<file path="src/design/b64d_pkg.sv">
// Shared types, constants and the character classifier of the base64 stream decoder.
`default_nettype none

package b64d_pkg;

	// Width of the saturating byte counter.
	localparam int COUNT_BITS = 24;
	localparam int TOTAL_W    = 24;

	// Depth of the queue between the front and back parts.
	localparam int Q_DEPTH = 4;
	localparam int Q_AW    = $clog2(Q_DEPTH);
	localparam int Q_CW    = $clog2(Q_DEPTH + 1);

	// Class codes returned by the classifier.
	localparam logic [7:0] CODE_WS   = 8'hE0;
	localparam logic [7:0] CODE_LF   = 8'hF0;
	localparam logic [7:0] CODE_CR   = 8'hF1;
	localparam logic [7:0] CODE_DASH = 8'hF2;
	localparam logic [7:0] CODE_BAD  = 8'hFF;
	localparam logic [7:0] JUNK_MASK = 8'h13;
	localparam logic [7:0] JUNK_CODE = 8'hF3;
	localparam logic [7:0] CODE_PLUS = 8'h3E;
	localparam logic [7:0] CODE_SLSH = 8'h3F;
	localparam logic [7:0] CHAR_PAD  = 8'h3D;

	// One queue entry: the results caused by one input item.
	typedef struct packed {
		logic [2:0][7:0]      bytes;   // bytes[0] goes out first
		logic [1:0]           nbytes;  // 0 to 3 decoded bytes
		logic                 fin;     // entry closes the string
		logic                 bad;     // final status, valid with fin
		logic [TOTAL_W-1:0]   total;   // final byte count, valid with fin
	} b64d_entry_t;

	// Maps a character byte to its sextet value or a class code.
	function automatic logic [7:0] sextet_of(input logic [7:0] c);
		logic [7:0] r;
		r = CODE_BAD;
		if (c >= 8'h41 && c <= 8'h5A) r = c - 8'h41;
		else if (c >= 8'h61 && c <= 8'h7A) r = c - 8'h61 + 8'd26;
		else if (c >= 8'h30 && c <= 8'h39) r = c - 8'h30 + 8'd52;
		else if (c == 8'h2B) r = CODE_PLUS;
		else if (c == 8'h2F) r = CODE_SLSH;
		else if (c == 8'h09 || c == 8'h20) r = CODE_WS;
		else if (c == 8'h0A) r = CODE_LF;
		else if (c == 8'h0D) r = CODE_CR;
		else if (c == 8'h2D) r = CODE_DASH;
		return r;
	endfunction

endpackage

`default_nettype wire

</file>
<file path="src/design/b64d_front.sv">
// Front part: classifies each character, tracks the string state and forms queue entries.
`default_nettype none

module b64d_front (
	input  wire logic              clk,
	input  wire logic              arst_n,
	input  wire logic              accept,
	input  wire logic [7:0]        char_code,
	input  wire logic              final_char,
	output logic                   push,
	output b64d_pkg::b64d_entry_t  entry
);
	import b64d_pkg::*;

	logic                  lead_q, lead_n;
	logic [1:0]            gp_q, gp_n;
	logic [17:0]           hold_q, hold_n;
	logic                  pad_q, pad_n;
	logic                  err_q, err_n;
	logic [1:0]            kc_q, kc_n;
	logic                  ka_q, ka_n;
	logic [1:0]            hj_q, hj_n;
	logic                  hja_q, hja_n;
	logic [COUNT_BITS-1:0] cnt_q, cnt_n;

	logic [7:0]            code;
	logic                  is_junk;
	logic [1:0]            nb;
	logic [2:0][7:0]       bytes;
	logic [23:0]           word;
	logic [COUNT_BITS+1:0] sum;
	logic                  bad;

	// Classification of the incoming character.
	assign code    = char_code[7] ? CODE_BAD : sextet_of(char_code);
	assign is_junk = ((code | JUNK_MASK) == JUNK_CODE);
	assign word    = {hold_q, code[5:0]};

	// Next string state and the bytes this character releases.
	always_comb begin
		lead_n = lead_q;
		gp_n   = gp_q;
		hold_n = hold_q;
		pad_n  = pad_q;
		err_n  = err_q | char_code[7];
		kc_n   = kc_q;
		ka_n   = ka_q;
		hj_n   = hj_q;
		hja_n  = hja_q;
		nb     = 2'd0;
		bytes  = '0;
		if (!(lead_q && code == CODE_WS)) begin
			lead_n = 1'b0;
			if (is_junk) begin
				hj_n  = hj_q + 2'd1;
				hja_n = 1'b1;
			end else begin
				if (hja_q && !pad_q) err_n = 1'b1;
				kc_n  = kc_q + hj_q + 2'd1;
				ka_n  = 1'b1;
				hj_n  = 2'd0;
				hja_n = 1'b0;
				if (!pad_q) begin
					if (char_code == CHAR_PAD) begin
						if (gp_q < 2'd2) begin
							err_n = 1'b1;
						end else if (gp_q == 2'd2) begin
							nb       = 2'd1;
							bytes[0] = hold_q[11:4];
						end else begin
							nb       = 2'd2;
							bytes[0] = hold_q[17:10];
							bytes[1] = hold_q[9:2];
						end
						pad_n = 1'b1;
					end else if (code[7]) begin
						err_n = 1'b1;
					end else if (gp_q == 2'd3) begin
						nb       = 2'd3;
						bytes[0] = word[23:16];
						bytes[1] = word[15:8];
						bytes[2] = word[7:0];
						gp_n     = 2'd0;
						hold_n   = '0;
					end else begin
						hold_n = {hold_q[11:0], code[5:0]};
						gp_n   = gp_q + 2'd1;
					end
				end
			end
		end
		// Once an error is known no further bytes leave the block.
		if (err_n) nb = 2'd0;
	end

	// Saturating byte count.
	always_comb begin
		sum = {2'b00, cnt_q} + {{COUNT_BITS{1'b0}}, nb};
		if (sum > {2'b00, {COUNT_BITS{1'b1}}}) cnt_n = {COUNT_BITS{1'b1}};
		else cnt_n = sum[COUNT_BITS-1:0];
	end

	// Final status of the string.
	assign bad = err_n || (kc_n != 2'd0) || (!ka_n && hja_n);

	// Queue entry for this item.
	always_comb begin
		entry.bytes  = bytes;
		entry.nbytes = nb;
		entry.fin    = final_char;
		entry.bad    = final_char & bad;
		entry.total  = (final_char && !bad) ? TOTAL_W'(cnt_n) : '0;
		push         = accept && (nb != 2'd0 || final_char);
	end

	// String state; the last item returns everything to its start value.
	always_ff @(posedge clk or negedge arst_n) begin
		if (!arst_n) begin
			lead_q <= 1'b1;
			gp_q   <= '0;
			hold_q <= '0;
			pad_q  <= 1'b0;
			err_q  <= 1'b0;
			kc_q   <= '0;
			ka_q   <= 1'b0;
			hj_q   <= '0;
			hja_q  <= 1'b0;
			cnt_q  <= '0;
		end else if (accept) begin
			if (final_char) begin
				lead_q <= 1'b1;
				gp_q   <= '0;
				hold_q <= '0;
				pad_q  <= 1'b0;
				err_q  <= 1'b0;
				kc_q   <= '0;
				ka_q   <= 1'b0;
				hj_q   <= '0;
				hja_q  <= 1'b0;
				cnt_q  <= '0;
			end else begin
				lead_q <= lead_n;
				gp_q   <= gp_n;
				hold_q <= hold_n;
				pad_q  <= pad_n;
				err_q  <= err_n;
				kc_q   <= kc_n;
				ka_q   <= ka_n;
				hj_q   <= hj_n;
				hja_q  <= hja_n;
				cnt_q  <= cnt_n;
			end
		end
	end

endmodule

`default_nettype wire

</file>
<file path="src/design/b64d_queue.sv">
// Short queue of result entries between the front and back parts.
`default_nettype none

module b64d_queue (
	input  wire logic              clk,
	input  wire logic              arst_n,
	input  wire logic              push,
	input  wire b64d_pkg::b64d_entry_t wr_entry,
	input  wire logic              pop,
	output logic                   full,
	output logic                   not_empty,
	output b64d_pkg::b64d_entry_t  head
);
	import b64d_pkg::*;

	b64d_entry_t     slots_q [Q_DEPTH];
	logic [Q_AW-1:0] wr_ptr_q;
	logic [Q_AW-1:0] rd_ptr_q;
	logic [Q_CW-1:0] count_q;
	logic            do_push;
	logic            do_pop;

	assign full      = (count_q == Q_CW'(Q_DEPTH));
	assign not_empty = (count_q != '0);
	assign do_push   = push && !full;
	assign do_pop    = pop && not_empty;
	assign head      = slots_q[rd_ptr_q];

	// Entry storage.
	always_ff @(posedge clk) begin
		if (do_push) slots_q[wr_ptr_q] <= wr_entry;
	end

	// Pointers and fill count.
	always_ff @(posedge clk or negedge arst_n) begin
		if (!arst_n) begin
			wr_ptr_q <= '0;
			rd_ptr_q <= '0;
			count_q  <= '0;
		end else begin
			if (do_push) wr_ptr_q <= wr_ptr_q + Q_AW'(1);
			if (do_pop) rd_ptr_q <= rd_ptr_q + Q_AW'(1);
			if (do_push && !do_pop) count_q <= count_q + Q_CW'(1);
			else if (!do_push && do_pop) count_q <= count_q - Q_CW'(1);
		end
	end

endmodule

`default_nettype wire

</file>
<file path="src/design/b64d_back.sv">
// Back part: splits each queue entry into result items and holds them in the output register.
`default_nettype none

module b64d_back (
	input  wire logic              clk,
	input  wire logic              arst_n,
	input  wire logic              head_valid,
	input  wire b64d_pkg::b64d_entry_t head,
	output logic                   pop,
	output logic                   out_valid,
	input  wire logic              out_ready,
	output logic [7:0]             out_byte,
	output logic                   byte_valid,
	output logic                   end_of_run,
	output logic                   bad_data,
	output logic [b64d_pkg::TOTAL_W-1:0] bytes_total
);
	import b64d_pkg::*;

	logic [1:0]         idx_q;
	logic               valid_q;
	logic [7:0]         byte_q;
	logic               bvalid_q;
	logic               last_q;
	logic               bad_q;
	logic [TOTAL_W-1:0] total_q;

	logic [1:0]         nres;
	logic               load;
	logic               at_last;
	logic [7:0]         sel_byte;

	// Result count of the head entry: an end with no byte still gives one item.
	assign nres    = (head.nbytes == 2'd0) ? 2'd1 : head.nbytes;
	assign load    = head_valid && (!valid_q || out_ready);
	assign at_last = (idx_q == nres - 2'd1);
	assign pop     = load && at_last;

	// Byte of the head entry at the current position.
	always_comb begin
		case (idx_q)
			2'd0:    sel_byte = head.bytes[0];
			2'd1:    sel_byte = head.bytes[1];
			2'd2:    sel_byte = head.bytes[2];
			default: sel_byte = '0;
		endcase
	end

	// Position within the head entry.
	always_ff @(posedge clk or negedge arst_n) begin
		if (!arst_n) begin
			idx_q <= '0;
		end else if (load) begin
			idx_q <= at_last ? 2'd0 : idx_q + 2'd1;
		end
	end

	// Output register valid flag.
	always_ff @(posedge clk or negedge arst_n) begin
		if (!arst_n) begin
			valid_q <= 1'b0;
		end else if (load) begin
			valid_q <= 1'b1;
		end else if (out_ready) begin
			valid_q <= 1'b0;
		end
	end

	// Output register payload; status fields ride only on the closing item.
	always_ff @(posedge clk) begin
		if (load) begin
			bvalid_q <= (head.nbytes != 2'd0);
			byte_q   <= (head.nbytes != 2'd0) ? sel_byte : 8'd0;
			last_q   <= head.fin && at_last;
			bad_q    <= head.fin && at_last && head.bad;
			total_q  <= (head.fin && at_last) ? head.total : '0;
		end
	end

	assign out_valid   = valid_q;
	assign out_byte    = byte_q;
	assign byte_valid  = bvalid_q;
	assign end_of_run  = last_q;
	assign bad_data    = bad_q;
	assign bytes_total = total_q;

endmodule

`default_nettype wire

</file>
<file path="src/design/base64_stream_decoder_top.sv">
// Top level of the base64 stream decoder.
//
// The s_axis channel takes one character per item in s_axis_tdata, with
// s_axis_tlast on the last character of the encoded string. The m_axis
// channel gives one result item per decoded byte: out_byte in tdata bits
// 7:0, the status bit in bit 8 and the byte count in bits 32:9, tuser set
// when the byte is real, tlast on the item that closes the string. When
// the string ends without a byte, one item with tuser low closes it.
// The front part takes one character per cycle while the queue is not
// full and writes any entry it forms into the queue at the accepting
// edge; the back part loads the output register from the queue head
// when that register is empty or taken. The back part sends one result
// item per cycle while the receiver is ready, so a full group of four
// characters releases three bytes as three items; a four-entry queue
// absorbs this, and s_axis_tready drops only when that queue is full.
// Sustained input is one character per cycle for valid base64 text
// while the receiver is ready. Reset clears the string state and the
// queue and empties the output register. When the receiver stalls, the
// output item holds and the queue fills; input stalls when it is full.
`default_nettype none

module base64_stream_decoder_top (
	input  wire logic        clk,
	input  wire logic        arst_n,
	input  wire logic        s_axis_tvalid,
	output logic             s_axis_tready,
	input  wire logic [7:0]  s_axis_tdata,   // [7:0] char_code
	input  wire logic        s_axis_tlast,   // final_char
	output logic             m_axis_tvalid,
	input  wire logic        m_axis_tready,
	output logic [39:0]      m_axis_tdata,   // [7:0] out_byte, [8] bad_data,
	                                         // [32:9] bytes_total, [39:33] zero
	output logic             m_axis_tuser,   // byte_valid
	output logic             m_axis_tlast    // end_of_run
);
	import b64d_pkg::*;

	logic               accept;
	logic               push;
	logic               pop;
	logic               full;
	logic               not_empty;
	b64d_entry_t        wr_entry;
	b64d_entry_t        head;
	logic [7:0]         out_byte;
	logic               bad_data;
	logic [TOTAL_W-1:0] bytes_total;

	assign s_axis_tready = !full;
	assign accept        = s_axis_tvalid && !full;

	b64d_front u_front (
		.clk        (clk),
		.arst_n     (arst_n),
		.accept     (accept),
		.char_code  (s_axis_tdata),
		.final_char (s_axis_tlast),
		.push       (push),
		.entry      (wr_entry)
	);

	b64d_queue u_queue (
		.clk       (clk),
		.arst_n    (arst_n),
		.push      (push),
		.wr_entry  (wr_entry),
		.pop       (pop),
		.full      (full),
		.not_empty (not_empty),
		.head      (head)
	);

	b64d_back u_back (
		.clk         (clk),
		.arst_n      (arst_n),
		.head_valid  (not_empty),
		.head        (head),
		.pop         (pop),
		.out_valid   (m_axis_tvalid),
		.out_ready   (m_axis_tready),
		.out_byte    (out_byte),
		.byte_valid  (m_axis_tuser),
		.end_of_run  (m_axis_tlast),
		.bad_data    (bad_data),
		.bytes_total (bytes_total)
	);

	// Output item packing.
	assign m_axis_tdata = {7'd0, bytes_total, bad_data, out_byte};

endmodule

`default_nettype wire

</file>
<file path="config.mk">
export PLATFORM = sky130hd
export DESIGN_NAME = base64_stream_decoder_top
export DESIGN_NICKNAME = d
export VERILOG_FILES = /design/src/design/b64d_pkg.sv /design/src/design/b64d_front.sv /design/src/design/b64d_queue.sv /design/src/design/b64d_back.sv /design/src/design/base64_stream_decoder_top.sv
export SDC_FILE = /design/constraint.sdc
export NUM_CORES = 1
export LEC_CHECK = 0
export ABC_AREA = 1
export BUFFER_PORTS_ARGS = -buffer_cell sky130_fd_sc_hd__buf_2
export CORE_AREA = 2 2 153 155
export CTS_CLUSTER_SIZE = 20
export DETAILED_ROUTE_END_ITERATION = 12
export DIE_AREA = 0 0 155 157
export PLACE_DENSITY = 0.79
export SYNTH_ARGS = -nofsm -noshare
export SYNTH_HDL_FRONTEND = slang
export SYNTH_SLANG_ARGS = --single-unit
export TNS_END_PERCENT = 50
</file>
<file path="constraint.sdc">
create_clock -name clk -period 5.1 [get_ports clk]
set_input_delay 0.51 -clock clk [delete_from_list [all_inputs] [get_ports clk]]
set_output_delay 0.51 -clock clk [all_outputs]
set_load 0.05 [all_outputs]
</file>
# Word-level counts from Yosys, hierarchy flattened
# Memories as Yosys holds them, arrays and structs flattened.
# Cells that the tools add are included.
# W data, S select, Z words.
# totals
memories	1
out_inout_bits	44
mem_bits_rw	208
register_bits	98
wordCells	190
# mem_list
memory	words	word_bits	read_ports	rd_ports_with_merged_regs	wr	line	text
u_queue.slots_q	4	52	1	0	1	b64d_queue.sv:16	b64d_entry_t slots_q [Q_DEPTH];
# classes
n_lt_le_gt_ge	8
n_reduce_logical	40
n_bitwise	2
n_mux	82
add_sub_neg	16
n_eq_ne	21
# op_table
op	count
$mux W24	8
$mux W18	7
$mux W8	12
$mux W2	24
$eq A8 B6 Y1 const B	5
$mux W16	2
$gt A26 B24 Y1 const B	1
$add A24 B2 Y25	1
$mux W1	25
$eq A8 B4 Y1 const B	3
$pmux W8 S3	1
$logic_and A1 B1 Y1	17
$ge A8 B7 Y1 const B	2
$le A8 B7 Y1 const B	2
$sub A8 B7 Y8 const B	2
$add A2 B1 Y2 const B	6
$ne A2 B2 Y1 const B	5
$reduce_bool A2 Y1	5
$add A8 B5 Y8 const B	1
$add A8 B6 Y8 const B	1
$eq A8 B8 Y1 const B	1
$ge A8 B6 Y1 const B	1
$le A8 B6 Y1 const B	1
$sub A8 B6 Y8 const B	1
21 further kinds	35

# Longest topological paths before layout
# depth
depth_word	25
depth_mapped	28
depth_no_buf	28

# Cells and area by module
# A second synthesis with hierarchy kept.
# unflattened
cells_unflattened	1457
hier_area_um2	14750.4
# modules_own_cells
mod	n_inst	cells_per_inst	area_each_um2
b64d_queue	1	667	8692.1
b64d_front	1	601	4221.5
b64d_back	1	177	1759.2
base64_stream_decoder_top	1	12	77.6

# Worst setup path before layout
# OpenSTA, ideal clock, no wires.
# synth_path
kind	input to register
from	input s_axis_tdata[2]
to	memory u_queue.slots_q[0][0] in the netlist's numbering, enable pin
required_ns	4.638
t_arrival_ns	4.309
stages	15
setup_slack_ns	0.329
path_cell_list	clkbuf_2 -> inv_1 -> ha_1 -> nand2_1 -> nor3_2 -> nor2_1 -> a21oi_1 -> nand3_1 -> nand2_1 -> nand2_2 -> nor2_1 -> nand2_1 -> nand3_1 -> nand2_2 -> nor2_1
# synth_between
elab_chain_cells	21
elab_cells_between_ends	53
classes_between	add/sub (5); order compare (6); eq/ne (10); mux (23); reduce/logical (9)
# synth_rtl
element	line	text
start, declared	base64_stream_decoder_top.sv:27	input wire logic [7:0] s_axis_tdata,
parallel branches: the longest is 14 deep, another holds $sub A8 B6 Y8	-	
$mux W2 *	b64d_front.sv:93	if (err_n) nb = 2'd0;
$reduce_bool A2 Y1 *	b64d_front.sv:113	push = accept && (nb != 2'd0 || final_char);
$logic_or A1 B1 Y1 *	b64d_front.sv:113	
$logic_and A1 B1 Y1 *	b64d_front.sv:113	
$logic_and A1 B1 Y1 *	b64d_queue.sv:25	assign do_push = push && !full;
$mux W1 *	b64d_queue.sv:31	if (do_push) slots_q[wr_ptr_q] <= wr_entry;
$mux W1 (not written as such) *	b64d_queue.sv:31	
end, declared	b64d_queue.sv:16	
# Mark *: on every way between the ends.

==> impl_summary.log <==
[metrics] CTS clock-pin slew for the worst setup and hold paths: about 0.060 ns
[metrics] flop and latch count out of synthesis: 306
[metrics] Fmax achieved: between 0.2 and 0.25 GHz
[metrics] RSZ-0062 raised after global routing: false
[metrics] Setup violations, final: 0
[metrics] H-Tree Depth: 1
[metrics] filler instances: around 1600
[metrics] area of combinational cells with multiple inputs: between 4000 and 5000 sq um
[metrics] total detailed-routing wirelength: roughly 30000 um
[metrics] largest net degree at the start of global routing: 90
[metrics] number of cells upsized or downsized after cts: 0
[metrics] CTS root buf: sky130_fd_sc_hd__clkbuf_16
[metrics] wire length of the first global-routing pass: between 40000 and 50000 um
[metrics] Slew Viols, Final: 0
[metrics] routed length per placed instance: approximately 18 um
[metrics] number of diodes added for antenna fixing: 0
[metrics] fin crit period: 4.07 ns
[metrics] HPWL after DPL: about 19000 um
[metrics] most used flip-flop cell after synthesis: sky130_fd_sc_hd__edfxtp_1
[metrics] Max Cap Violations: 0
[metrics] measured slew at the worst slew-check pin: approximately 0.9 ns
[metrics] Gate Count Post-Synth: around 1300
[metrics] vias per inst: 5.87
[metrics] count of TritonRoute iterations in the first routing pass: 5
[metrics] type of the worst setup path: input port to register
[metrics] worst path buffer plus inverter count: 3
[metrics] min-delay worst type: input port to asynchronous set/reset pin
[metrics] Die X: 155 um
[metrics] Max rail drop VDD: between 0.0003 and 0.0004 V
[metrics] smallest hold slack: around 0.15 ns
[metrics] cell family contributing the most delay on the critical path: simple AND/OR/NAND/NOR gates
[metrics] initial antenna violation count: 1
[metrics] die boundary height: around 160 um
[metrics] maximum net fanout on the critical path: 9
[metrics] Post-DRT Antenna Nets: 0
[metrics] clock latency of the later-clocked register in the worst-skew pair: ~0.56 ns
[metrics] post-synthesis async set-or-reset flop share: 20.6%
[metrics] initial core utilization: about three fifths
[metrics] Clock power frac: between 20% and 30%
[metrics] Crit-path slowest cell: sky130_fd_sc_hd__nor3b_1
[metrics] power density of the placed cells: between 500 and 600 nW/um^2
[metrics] layout net count: between 1000 and 1500
[metrics] Num CTS Buffers: 30
[metrics] number of placement rows: 55
[metrics] global-route total usage across every layer: roughly 25%
[metrics] TritonCTS clock tree: built
[metrics] synthesis-to-finish area growth: 10.9%
[metrics] CP Data Arrival Time: 4.39 ns
[metrics] Slew headroom: roughly two fifths
[metrics] crit share post-route: around four fifths
[metrics] buffer count from post-CTS setup fixing: 0
[metrics] clk sinks: slightly above 300
[metrics] DRC errors left: 0
[metrics] Sw Share: 37.2%
[metrics] internal power: 5.13 mW
[metrics] Gate power share: roughly a third
[metrics] part of the Yosys area used for sequential elements: roughly 64%
[metrics] count of buffers inserted at the top-level ports: 49
[metrics] synthesized cell area: between 10000 and 15000 sq um
[metrics] final sum of negative setup slack: 0 ns
[metrics] register area: 8880 sq um
[metrics] status: finished clean
[metrics] final clock skew: around 0.022 ns
[metrics] Final Hold Viols: 0
[metrics] Post-synth EDFFs: approximately 240
[metrics] average cell area after synthesis: between 10 and 15 sq um
[metrics] count of synthesis-stage warnings from yosys: 0
[metrics] leakage component of the power: ~6 nW
[metrics] nature of the critical path endpoint: register
[metrics] hold buffer count at CTS: 0
[metrics] routability cong.: between 0.9 and 1
[metrics] element type at the critical path start: input port
[metrics] Max Buffers Root-to-Sink: 3
[metrics] number of global-route vias before repair: between 9000 and 10000
[metrics] Placeable Area: 22500 sq um
[metrics] I/O pin cnt: 57
[metrics] post-synth cell types: 45
[metrics] ordered cell list for the critical path: buf_2 > inv_1 > ha_1 > nand2_1 > nor3_2 > nor2_1 > a21oi_1 > nand3_1 > nand2_1 > nand2_2 > nor2_1 > nand2_1 > inv_1 > fa_1 > nand3_1 > nor2_1 > nand2_1 > nor3_1 > nand3_1 > nor3_1 > nand4_1 > nand3_1 > nor3b_1
[metrics] overflow left after global routing: 0
[metrics] fraction of power consumed by sequential logic: approximately 41%
[metrics] share of post-route cells with drive strength above 1: about an eighth
[metrics] total die area: 24300 sq um
[metrics] total via count after detailed routing: a little under 10000
[metrics] critical path data required time: between 5 and 6 ns
[metrics] Initial DRC Count: 877
[metrics] Slowest Stage Delay on Critical Path: 0.36 ns
[metrics] net load switching power: roughly 3.0 mW
-- power by group through the flow --
| stage | Clock, mW | Combinational, mW | Sequential [mW] |
|---|---|---|---|
| global route | 2.29 | 2.93 | 3.36 |
| detailed placement | 0 | 2.64 | 3.37 |
| finish | 2.17 | 2.66 | 3.33 |
| floorplan | 0 | 1.45 | 3.84 |
| CTS | 2.18 | 2.67 | 3.33 |
| global placement | 0 | 2.57 | 3.35 |
-- cell usage after synthesis, types with 2 or more instances --
library cell | instances | share of area [%]
sky130_fd_sc_hd__nor2_2 | 27 | 1.2
sky130_fd_sc_hd__inv_2 | 7 | 0.19
sky130_fd_sc_hd__o21ai_2 | 2 | 0.13
sky130_fd_sc_hd__ha_1 | 25 | 2.3
sky130_fd_sc_hd__nand2_2 | 9 | 0.41
sky130_fd_sc_hd__a31oi_1 | 2 | 0.091
sky130_fd_sc_hd__clkbuf_2 | 2 | 0.073
sky130_fd_sc_hd__buf_6 | 3 | 0.25
sky130_fd_sc_hd__nand3_1 | 45 | 1.6
sky130_fd_sc_hd__buf_4 | 8 | 0.44
sky130_fd_sc_hd__buf_2 | 9 | 0.33
sky130_fd_sc_hd__nor3b_1 | 3 | 0.16
sky130_fd_sc_hd__o21ai_0 | 150 | 5.5
sky130_fd_sc_hd__nand4_1 | 13 | 0.59
sky130_fd_sc_hd__xor2_1 | 14 | 0.89
sky130_fd_sc_hd__dfrtp_1 | 62 | 11
sky130_fd_sc_hd__fa_1 | 2 | 0.29
sky130_fd_sc_hd__nor3_1 | 15 | 0.54
sky130_fd_sc_hd__buf_1 | 5 | 0.14
sky130_fd_sc_hd__nor2_4 | 3 | 0.25
sky130_fd_sc_hd__nor2_1 | 208 | 5.7
sky130_fd_sc_hd__xnor2_1 | 3 | 0.19
sky130_fd_sc_hd__a21oi_1 | 69 | 2.5
sky130_fd_sc_hd__clkbuf_1 | 36 | 0.98
sky130_fd_sc_hd__o31ai_1 | 10 | 0.54
sky130_fd_sc_hd__nor4_1 | 2 | 0.091
sky130_fd_sc_hd__o22ai_1 | 40 | 1.8
sky130_fd_sc_hd__nand3b_1 | 2 | 0.11
sky130_fd_sc_hd__edfxtp_1 | 243 | 53
sky130_fd_sc_hd__o21ai_1 | 2 | 0.073
sky130_fd_sc_hd__o211ai_1 | 3 | 0.16
sky130_fd_sc_hd__nand2_1 | 165 | 4.5
sky130_fd_sc_hd__inv_1 | 102 | 2.8
sky130_fd_sc_hd__o21a_1 | 3 | 0.16
-- worst paths after layout --
kind	from	endpoint	slack, ns	cells past startpoint
setup / recovery	s_axis_tdata[1]	u_queue.slots_q[2][18]	1.03	23
hold / removal	arst_n	u_front.hold_q[11]	0.15	2
setup reg to reg	u_queue.count_q[0]	u_queue.count_q[2]	1.35	12
hold reg to reg	u_front.hold_q[17]	u_front.hold_q[17]	0.48	2
max in group asynchronous	arst_n	u_queue.rd_ptr_q[0]	4.30	2
min in group clk	m_axis_tready	u_back.out_valid	0.21	2
-- logic make-up (layout without fill, tap and decap cells) --
logic type / count (synthesis) / after routing / synth area share, %
AOI/OAI and AO/OA: 284 / 284 / 11.2
xor gates and xnor gates: 17 / 17 / 1.08
adders and majority gates: 27 / 27 / 2.56
buffers and inverters: 173 / 230 / 5.20
DFF: 306 / 306 / 64.4
other: 1 / 7 / 0.0272
and+or+nand+nor: 497 / 497 / 15.5
-- final cells by class --
cell class	instances	area share [%]
clock buffer	50	6.08
clock inverter	6	0.385
inverter	110	2.70
multi-input combinational	832	27.8
sequential	306	58.1
tap	285	2.33
timing repair buffer	64	2.59
-- sequential cells by signal, indices dropped and copies added, names as in the netlist --
register and cells:
u_back.bad_data 1, u_back.byte_valid 1, u_back.bytes_total 24, u_back.end_of_run 1, u_back.idx_q 2, u_back.out_byte 8, u_back.out_valid 1, u_front.cnt_q 24
u_front.err_q 1, u_front.gp_q 2, u_front.hj_q 2, u_front.hja_q 1, u_front.hold_q 18, u_front.ka_q 1, u_front.kc_q 2, u_front.lead_q 1
u_front.pad_q 1, u_queue.count_q 3, u_queue.rd_ptr_q 2, u_queue.slots_q 208, u_queue.wr_ptr_q 2
-- layer usage --
| layer | wire (um) | up-vias | track usage (%) | part of all wire (%) |
|---|---|---|---|---|
| met2 | 13900 | 456 | 39.4 | 46 |
| met1 | 13000 | 4629 | 37.1 | 43 |
| met4 | 572 | 2 | 6.04 | 1.9 |
| met5 | 13 | - | 0 | 0.043 |
| met3 | 2880 | 51 | 4.60 | 9.5 |
| li1 | - | 4572 | - | - |
-- cells in the final DEF, fill, tap and decap left out, types with 25 or more instances in the layout --
cell                          n
sky130_fd_sc_hd__clkbuf_16   32
sky130_fd_sc_hd__nor2_2      27
sky130_fd_sc_hd__nor2_1     204
sky130_fd_sc_hd__buf_2       49
sky130_fd_sc_hd__nand3_1     45
sky130_fd_sc_hd__nand2_1    165
sky130_fd_sc_hd__ha_1        25
sky130_fd_sc_hd__o21ai_0    150
sky130_fd_sc_hd__inv_1      101
sky130_fd_sc_hd__dfrtp_1     61
sky130_fd_sc_hd__o22ai_1     40
sky130_fd_sc_hd__a21oi_1     69
sky130_fd_sc_hd__edfxtp_1   243
-- metrics by stage --
step / setup slack [ns] / power (mW) / area (sq um) / std cells / util [%]
after floorplan: 0.329 / 5.29 / 13800 / 1311 / -
after global placement: 0.768 / 5.93 / 14300 / 1597 / 63.5
after detailed placement: 0.607 / 6.02 / 14300 / 1597 / 63.5
after CTS: 1.15 / 8.18 / 15300 / 1653 / 67.9
after global routing: 0.488 / 8.58 / 15300 / 1653 / 67.9
final: 1.03 / 8.16 / 15300 / 1653 / 67.9
Note: power is estimated with default switching activity, not from simulation.
